**src/gec_ram.sv**
```systemverilog
// Generic single write port, single read port RAM with registered read data.
// No dependencies.

module gec_ram #(
    parameter int WIDTH = 8,
    parameter int DEPTH = 16
) (
    input  logic                     clk,
    input  logic                     we,
    input  logic [$clog2(DEPTH)-1:0] waddr,
    input  logic [WIDTH-1:0]         wdata,
    input  logic                     re,
    input  logic [$clog2(DEPTH)-1:0] raddr,
    output logic [WIDTH-1:0]         rdata
);

    logic [WIDTH-1:0] mem [DEPTH];

    // Write and registered read.
    always_ff @(posedge clk)
    begin
        if (we)
        begin
            mem[waddr] <= wdata;
        end
        if (re)
        begin
            rdata <= mem[raddr];
        end
    end

endmodule

```
**config.mk**
```make
export PLATFORM = sky130hd
export DESIGN_NAME = gec_ram
export DESIGN_NICKNAME = d
export VERILOG_FILES = /design/src/gec_ram.sv
export SDC_FILE = /design/constraint.sdc
export NUM_CORES = 1
export LEC_CHECK = 0
export BUFFER_PORTS_ARGS = -buffer_cell sky130_fd_sc_hd__buf_2
export CORE_ASPECT_RATIO = 0.5
export CORE_UTILIZATION = 43
export CTS_CLUSTER_SIZE = 28
export DETAILED_ROUTE_END_ITERATION = 16
export PLACE_DENSITY = 0.63
export SLEW_MARGIN = 10
export SYNTH_ARGS = -nofsm -noshare
export SYNTH_HDL_FRONTEND = slang
export SYNTH_SLANG_ARGS = --single-unit
```
**constraint.sdc**
```tcl
create_clock -name clk -period 4.1 [get_ports clk]
set_input_delay 0.82 -clock clk [delete_from_list [all_inputs] [get_ports clk]]
set_output_delay 0.82 -clock clk [all_outputs]
set_load 0.02 [all_outputs]
```
==> impl_metrics.yaml <==
place:
  dpl.hpwl_um: 6200
  gp_congestion: 0.746
  dpl_cell_area_um2: 5520
  numPortBuffers: 26
  dp_cells: 415
pwr:
  worst_ir_drop_vdd_mv: 0.303
  power_density_nw_per_um2: 513
  finalPower_uw: 3100
  p_int_uw: 2510
  switchingPower_uw: 596
  seq_power_share: 0.509
  p_sw_frac: 0.192
  p_leak_uw: 0.00199
  pwr-share-clk: 0.445
  comb_power_share: 0.046
critical_path:
  reg2reg_depth: 3
  worstSetupStartpointType: "input pin"
  arrival_ns: 2.49
  cp.required_ns: 4.25
  rrSetupSlack_ns: 2.53
  critPathLaunch: "raddr[0]"
  worstSetupEndpointType: "flop"
  critical_path.max_fanout: 32
  rr_startpoint: "mem[1][2]"
  r2r-end: "rdata[2]"
  criticalPathCategory: "input pin to flop"
clock_tree:
  clk_latency_ns: 0.41
  numCtsBuffers: 17
  cts_tree: "yes"
  clock-sinks: 136
  post_cts_buffers: 0
  clk_pin_slew_worst_paths_ns: 0.05
  hold_buffers: 0
  root_buffer: "clkbuf_16"
  htree_levels: 4
  cts-resized-gates: 0
  cts_buffer_depth: 2
global_route:
  antenna_found_initial: 0
  grt_usage: 0.178
  grt_pass1_wl_um: 15100
  grt_overflow: 0
  grt_pass1_vias: 2481
  grt_max_degree: 33
logic_synthesis:
  ys_ff_latch: 136
  synth.avg_cell_area_um2: 22.8
  postSynthCellCount: 229
  syn-num-nets: 248
  yosys_warnings: 0
  seq_area_frac_synth: 0.781
  ys_types: 18
  synthesis.area_um2: 5230
floorplan:
  die_w_um: 158
  row_count: 28
  start_util: 0.441
  die_area_um2: 12600
  ioPinCount: 27
  coreArea_um2: 11800
  die_h_um: 80.0
hold_path:
  hold_start: "mem[12][1]"
  min_path_cells: 3
  hold_path_end: "rdata[1]"
  hp-class: "flop to flop"
finish:
  design_area_um2: 6040
  final_cell_mix: "edfxtp_1, buf_2, mux4_2"
  n_antenna_cell: 0
  syn2layout_area_growth_pct: 15.6
  drive_gt1_frac: 0.254
  instances_no_fill: 445
  nNetsFinal: 288
  final_common_cell: "edfxtp_1"
route:
  dr.pass1.iters: 4
  wl_per_cell_um: 22.6
  drcViolationCount: 0
  drtAntennaViolNets: 0
  vias: 2405
  totalWireLength_um: 10100
  routed_via_density: 5.40
  drtIter0Drc: 225
sta:
  drv_slew: 0
  hold_viol: 0
  maxSlewHeadroom: 0.369
  skew_ns: 0.00593
  rsz0062_at_grt: "no"
  setup_tns_ns: 0
  min_period_ns: 2.34
  max_freq_mhz: 427
  setup_viol: 0
  timing.hold.ws_ns: 0.745
  worst_pin_slew_ns: 0.942
  finalCritPeriodShare: 0.572
flow_run:
  maxCapViolCount: 0
outcome:
  status: "complete, no violations"
==> kinds of logic after synthesis <==
| kind of cell | after synthesis | share of synthesized area |
|---|---|---|
| AOI/OAI and AO/OA | 16 | 0.0230 |
| buffers and inverters | 10 | 0.0165 |
| DFF | 136 | 0.781 |
| muxes | 32 | 0.148 |
| and+or+nand+nor | 35 | 0.0314 |
==> cell type report <==
cell class	instances	area, µm²
Fill cell	943	5800
Sequential cell	136	4080
Multi-Input combinational cell	83	1060
Clock buffer	25	455
Tap cell	165	206
Timing Repair Buffer	31	168
Clock inverter	5	73.8
==> worst max-delay path by stage <==
stage	end	slack [ns]	cells past startpoint
finish	rdata[2]	1.76	5
global route	rdata[4]	1.69	5
CTS	rdata[5]	1.77	5
detailed placement	rdata[5]	1.34	5
global placement	rdata[0]	1.31	5
floorplan	mem[0][0]	1.79	2
==> cell usage after synthesis <==
master,count,share of area
nor2_1,13,0.0093
a22oi_1,16,0.023
nand3_1,1,0.00096
nor3_1,4,0.0038
buf_4,1,0.0014
nor2b_1,1,0.0012
and2b_1,1,0.0014
buf_6,3,0.0065
and2_1,1,0.0012
buf_2,3,0.0029
mux4_1,14,0.070
or3b_2,1,0.0017
nand3b_1,2,0.0029
clkdlybuf4s25_2,3,0.0057
mux4_2,18,0.078
nand2b_1,2,0.0024
edfxtp_1,136,0.78
nand2_1,9,0.0065
==> sequential cells by signal, indices dropped and copies added, names as in the netlist <==
signal / count
mem: 128
rdata: 8
==> through the flow <==
stage / util / worst slack [ns]
floorplan: - / 1.79
global placement: 0.466 / 1.31
detailed placement: 0.466 / 1.34
CTS: 0.510 / 1.77
global route: 0.510 / 1.69
finish: 0.510 / 1.76
==> metal layers <==
layer / track usage / part of all wire / vias to the layer above
met2: 0.259 / 0.45 / 92
li1: - / - / 1063
met5: 0 / 0 / -
met3: 0.0391 / 0.087 / 14
met4: 0.0779 / 0.011 / 0
met1: 0.257 / 0.45 / 1236
==> critical path: stages <==
cell     delay, ns
buf_2         0.08
buf_4         0.47
mux4_1        0.64
a22oi_1       0.36
nand2_1       0.09
==> power groups by stage <==
stage	registers, µW	logic (µW)	clock network (µW)
global route	1580	156	1450
CTS	1580	145	1400
floorplan	1610	79.1	0
global placement	1600	141	0
detailed placement	1610	144	0
finish	1580	143	1380
Note: power is estimated with default switching activity, not from simulation.
