File: src/gec_pkg.sv
// Shared types, constants and helper functions for the greedy edge coloring block.
// No dependencies; the other files that use it refer to this package by scoped names.

package gec_pkg;

    // Store and field sizing.
    localparam int MAX_EDGES   = 1024;
    localparam int VERTEX_BITS = 16;
    localparam int MAX_COLORS  = 64;

    localparam int EDGE_AW  = $clog2(MAX_EDGES);
    localparam int HELD_W   = $clog2(MAX_EDGES + 1);
    localparam int COLOR_W  = $clog2(MAX_COLORS);
    localparam int USED_W   = $clog2(MAX_COLORS + 1);
    localparam int PORT_VW  = 16;
    localparam int STATUS_W = 2;

    // Status codes reported with every result word.
    typedef enum logic [STATUS_W-1:0] {
        STATUS_OK          = 2'd0,
        STATUS_COLOR_LIMIT = 2'd1,
        STATUS_STORE_FULL  = 2'd2
    } status_t;

    // Sequencer states of the top level.
    typedef enum logic [1:0] {
        ST_IDLE,
        ST_SCAN,
        ST_PICK
    } fsm_state_t;

    // One entry of the edge store.
    typedef struct packed {
        logic [VERTEX_BITS-1:0] first_end;
        logic [VERTEX_BITS-1:0] second_end;
        logic [COLOR_W-1:0]     color;
    } edge_entry_t;

    localparam int ENTRY_W = $bits(edge_entry_t);

    // Outcome of the free color search.
    typedef struct packed {
        logic               found;
        logic [COLOR_W-1:0] color;
    } pick_t;

    // Lowest color whose taken bit is clear; saturates when all are taken.
    function automatic pick_t first_free(input logic [MAX_COLORS-1:0] taken);
        pick_t res;
        res.found = 1'b0;
        res.color = COLOR_W'(MAX_COLORS - 1);
        for (int i = MAX_COLORS - 1; i >= 0; i--)
        begin
            if (!taken[i])
            begin
                res.found = 1'b1;
                res.color = COLOR_W'(i);
            end
        end
        return res;
    endfunction

endpackage

File: src/gec_scan.sv
// Scan engine: reads every stored edge of the current graph from the edge store
// and collects the colors held by edges that share an endpoint. Depends on gec_pkg.

module gec_scan (
    input  logic                              clk,
    input  logic                              rst_n,
    input  logic                              start,
    input  logic [gec_pkg::HELD_W-1:0]        held,
    input  logic [gec_pkg::VERTEX_BITS-1:0]   vertex_a,
    input  logic [gec_pkg::VERTEX_BITS-1:0]   vertex_b,
    output logic                              rd_en,
    output logic [gec_pkg::EDGE_AW-1:0]       rd_addr,
    input  gec_pkg::edge_entry_t              rd_data,
    output logic [gec_pkg::MAX_COLORS-1:0]    taken,
    output logic                              done
);

    logic                             busy_reg, busy_next;
    logic                             pend_reg, pend_next;
    logic                             done_reg, done_next;
    logic [gec_pkg::HELD_W-1:0]       addr_reg, addr_next;
    logic [gec_pkg::MAX_COLORS-1:0]   taken_reg, taken_next;
    logic                             adjacent;

    // A returned entry is adjacent when any of its ends meets either new end.
    assign adjacent = (rd_data.first_end  == vertex_a) || (rd_data.second_end == vertex_a) ||
                      (rd_data.first_end  == vertex_b) || (rd_data.second_end == vertex_b);

    assign rd_en   = busy_reg && (addr_reg < held);
    assign rd_addr = addr_reg[gec_pkg::EDGE_AW-1:0];
    assign taken   = taken_reg;
    assign done    = done_reg;

    // Issue one read a cycle and fold the previous cycle's data into the mask.
    always_comb
    begin
        busy_next  = busy_reg;
        pend_next  = 1'b0;
        done_next  = 1'b0;
        addr_next  = addr_reg;
        taken_next = taken_reg;
        if (start)
        begin
            busy_next  = 1'b1;
            addr_next  = '0;
            taken_next = '0;
        end
        else if (busy_reg)
        begin
            if (pend_reg && adjacent)
            begin
                taken_next[rd_data.color] = 1'b1;
            end
            if (rd_en)
            begin
                pend_next = 1'b1;
                addr_next = addr_reg + gec_pkg::HELD_W'(1);
            end
            else if (!pend_reg)
            begin
                busy_next = 1'b0;
                done_next = 1'b1;
            end
        end
    end

    always_ff @(posedge clk or negedge rst_n)
    begin
        if (!rst_n)
        begin
            busy_reg <= 1'b0;
            pend_reg <= 1'b0;
            done_reg <= 1'b0;
            addr_reg <= '0;
        end
        else
        begin
            busy_reg <= busy_next;
            pend_reg <= pend_next;
            done_reg <= done_next;
            addr_reg <= addr_next;
        end
    end

    always_ff @(posedge clk)
    begin
        taken_reg <= taken_next;
    end

endmodule

File: config.mk
export PLATFORM = sky130hd
export DESIGN_NAME = gec_scan
export DESIGN_NICKNAME = d
export VERILOG_FILES = /design/src/gec_pkg.sv /design/src/gec_scan.sv
export SDC_FILE = /design/constraint.sdc
export NUM_CORES = 1
export LEC_CHECK = 0
export ABC_AREA = 1
export BUFFER_PORTS_ARGS = -buffer_cell sky130_fd_sc_hd__buf_2
export CAP_MARGIN = 25
export CORE_ASPECT_RATIO = 1.75
export CORE_UTILIZATION = 57
export DETAILED_ROUTE_END_ITERATION = 6
export PLACE_DENSITY = 0.95
export SYNTH_ARGS = -nofsm -noshare
export SYNTH_HDL_FRONTEND = slang
export SYNTH_SLANG_ARGS = --single-unit
File: constraint.sdc
create_clock -name clk -period 3.2 [get_ports clk]
set_clock_uncertainty 0.2 [all_clocks]
set_input_delay 0.32 -clock clk [delete_from_list [all_inputs] [get_ports clk]]
set_output_delay 0.32 -clock clk [all_outputs]
set_load 0.005 [all_outputs]
==> reports/summary.txt <==
DRT antenna net count: 0
Ys async rst share: 17.9%
Die area: 0.0100 sq mm
Post-cts sizing count: 0
Area taken by multi-input logic gates: 0.00294 sq mm
CTS tree: yes
Syn_area_per_cell: 6.84 sq um
Startpoint types: flip-flop
PortBufs: 159
Worst-margin pin slew: 0.744 ns
Total Nets Final: 1,039
Post-synth EDFFs: 0
Period utilization: 77.9%
Longest Clk Path Bufs: 2
Wire per inst: 13.1 um
Vias post-DR: 5,379
Period minus WS final: 2.49 ns
Met3 Use GR: 4.72%
Final hold vios: 0
Total power: 2.31 mW
Fillers: 779
CP max FO: 7
Clock Latency Late Sink: 0.34 ns
Area delta synth->final: 18.0%
Cell internal pwr: 1.68 mW
Drt pass-1 iters: 7
Initial core utilization: 58.1%
RSZ-0062 raised after global routing: no
Register area: 0.00163 sq mm
Power density over the cells: 358 mW/mm^2
Grt ovf: 0
Switch share: 27.2%
DIE WIDTH: 76.1 um
Gp weighted congestion: 0.911
Num Clock Sinks: 78
Max Cap Violations: 0
CTS Buf Count: 9
Vias in the first global route: 5,153
Register area share after synthesis: 29.8%
Met1 Resource Use GR: 28.0%
Gr usage total: 28.4%
Comb pwr share: 13.7%
Global-route wire length before repair: 22,800 um
Synth Net Count: 895
Synth Register Bits: 78
Synth unique cells: 30
Diode count: 0
Worst VDD drop: 0.317 mV
Main synth FF type: dfxtp_1
WP data required: 2.68 ns
Setup violations, final: 0
Clock Root Buffer: clkbuf_16
Cell area after synthesis: 0.00547 sq mm
NetSw: 629 uW
Achievable Freq: 401 MHz
CP endpoint kind: output pin
Vias/cell: 5.02
Met2 GRT Util: 54.6%
Seq pwr share: 42.5%
Relative slew slack: 50.3%
CORE AREA: 0.00941 sq mm
FP Rows: 47
Clock transition at path regs: 0.06 ns
Clock power share: 43.8%
Outcome: finished clean
Worst hold-check path type: input port to asynchronous set/reset pin
Initial antenna violation count: 0
Htree depth: 3
Largest net degree at the start of global routing: 65
Share of cells above drive strength 1: 32.6%
Final Util: 68.6%
Pleak: 3.13 nW
DRC: 0
Die height: 132 um
TNS Setup: 0 ns
Total wire length: 14,000 um
Ports: 160
Critical Path AT: 1.97 ns
Slew Viols, Final: 0
Most used routing layer: met2
Commonest non-fill, non-tap cells in the layout: nand2_1 (218), buf_2 (158), inv_1 (149)
Placed wire-length estimate: 10,600 um
Mapped Cells: 800
Most common cell after layout, fill and taps aside: nand2_1
Number of flip-flops in the largest register: 64
Synth warn: 0
Number of DRC markers in iteration 0: 416
Setup CP Type: flip-flop to output pin
-- cells in the mapped netlist, types with 5 or more instances --
cell type / count / area (sq um)
buf_6: 6 / 67.6
nand3_2: 61 / 611
buf_4: 10 / 75.1
nand3_1: 28 / 140
nand2_1: 218 / 818
inv_1: 149 / 559
nor2_1: 114 / 428
inv_2: 9 / 33.8
dfxtp_1: 64 / 1280
buf_12: 6 / 120
a21oi_1: 15 / 75.1
ha_1: 11 / 138
xor2_1: 6 / 52.6
o21ai_0: 6 / 30.0
dfrtp_1: 14 / 350
clkbuf_1: 5 / 18.8
a21oi_2: 60 / 526
-- worst paths after layout --
kind / start / endpoint / slack, ns / depth (start not counted)
max in group asynchronous: rst_n / done$_DFF_PN0_ / 2.35 / 2
min in group clk: start / taken[21]$_SDFFE_PP0P_ / 0.23 / 2
worst max register to register: addr_reg[2]$_DFFE_PN0P_ / addr_reg[7]$_DFFE_PN0P_ / 0.94 / 8
worst min-delay path: rst_n / addr_reg[5]$_DFFE_PN0P_ / 0.20 / 2
worst min register to register: taken[15]$_SDFFE_PP0P_ / taken[15]$_SDFFE_PP0P_ / 0.26 / 2
worst max-delay path: addr_reg[2]$_DFFE_PN0P_ / rd_en / 0.71 / 7
-- area by class of cell --
cell class | instances | share of cell area (%)
multi-input combinational | 535 | 45.5
sequential | 78 | 25.3
timing repair buffer | 162 | 13.0
inverter | 158 | 9.19
clock buffer | 11 | 4.09
tap | 122 | 2.37
clock inverter | 5 | 0.620
-- power by group through the flow --
stage,logic [mW],clock network (mW),registers (mW)
floorplan,0.198,0,1.00
global placement,0.305,0,1.00
detailed placement,0.313,0,1.00
CTS,0.315,1.02,0.983
global route,0.357,1.07,0.983
finish,0.317,1.01,0.983
-- through the flow --
step | cells | instance area, sq um | setup slack [ns] | hold WS (ns)
floorplan | 800 | 5470 | 1.30 | -0.176
global placement | 1054 | 6140 | 0.982 | 0.0305
detailed placement | 1054 | 6140 | 0.947 | 0.0314
CTS | 1071 | 6450 | 0.747 | 0.209
global route | 1071 | 6450 | 0.584 | 0.224
finish | 1071 | 6450 | 0.706 | 0.203
-- kinds of logic after synthesis --
group	count (synthesis)	share of synthesized area [%]
xor gates and xnor gates	6	0.961
AOI/OAI and AO/OA	85	12.1
and+or+nand+nor	433	38.2
adders and majority gates	11	2.52
DFF	78	29.8
buffers and inverters	187	16.5
-- timing repair --
action,CTS,global route
setup buffers,0,0
endpoints found under the hold margin,14,0
hold buffers,1,0
endpoints found under the setup margin,0,0
-- routing by layer --
layer,wire (um),vias up
met5,0,-
met4,627,0
met3,766,42
met2,7410,213
met1,5180,2403
li1,-,2721
-- critical path, cell delays in order (launching register included) --
cell and delay (ns):
dfrtp_1 0.45, ha_1 0.32, a21oi_1 0.16, nand2_1 0.12, nand3_1 0.10, nand3_2 0.16, inv_1 0.18, buf_2 0.14
No activity file was read; power rests on OpenSTA's default activity.
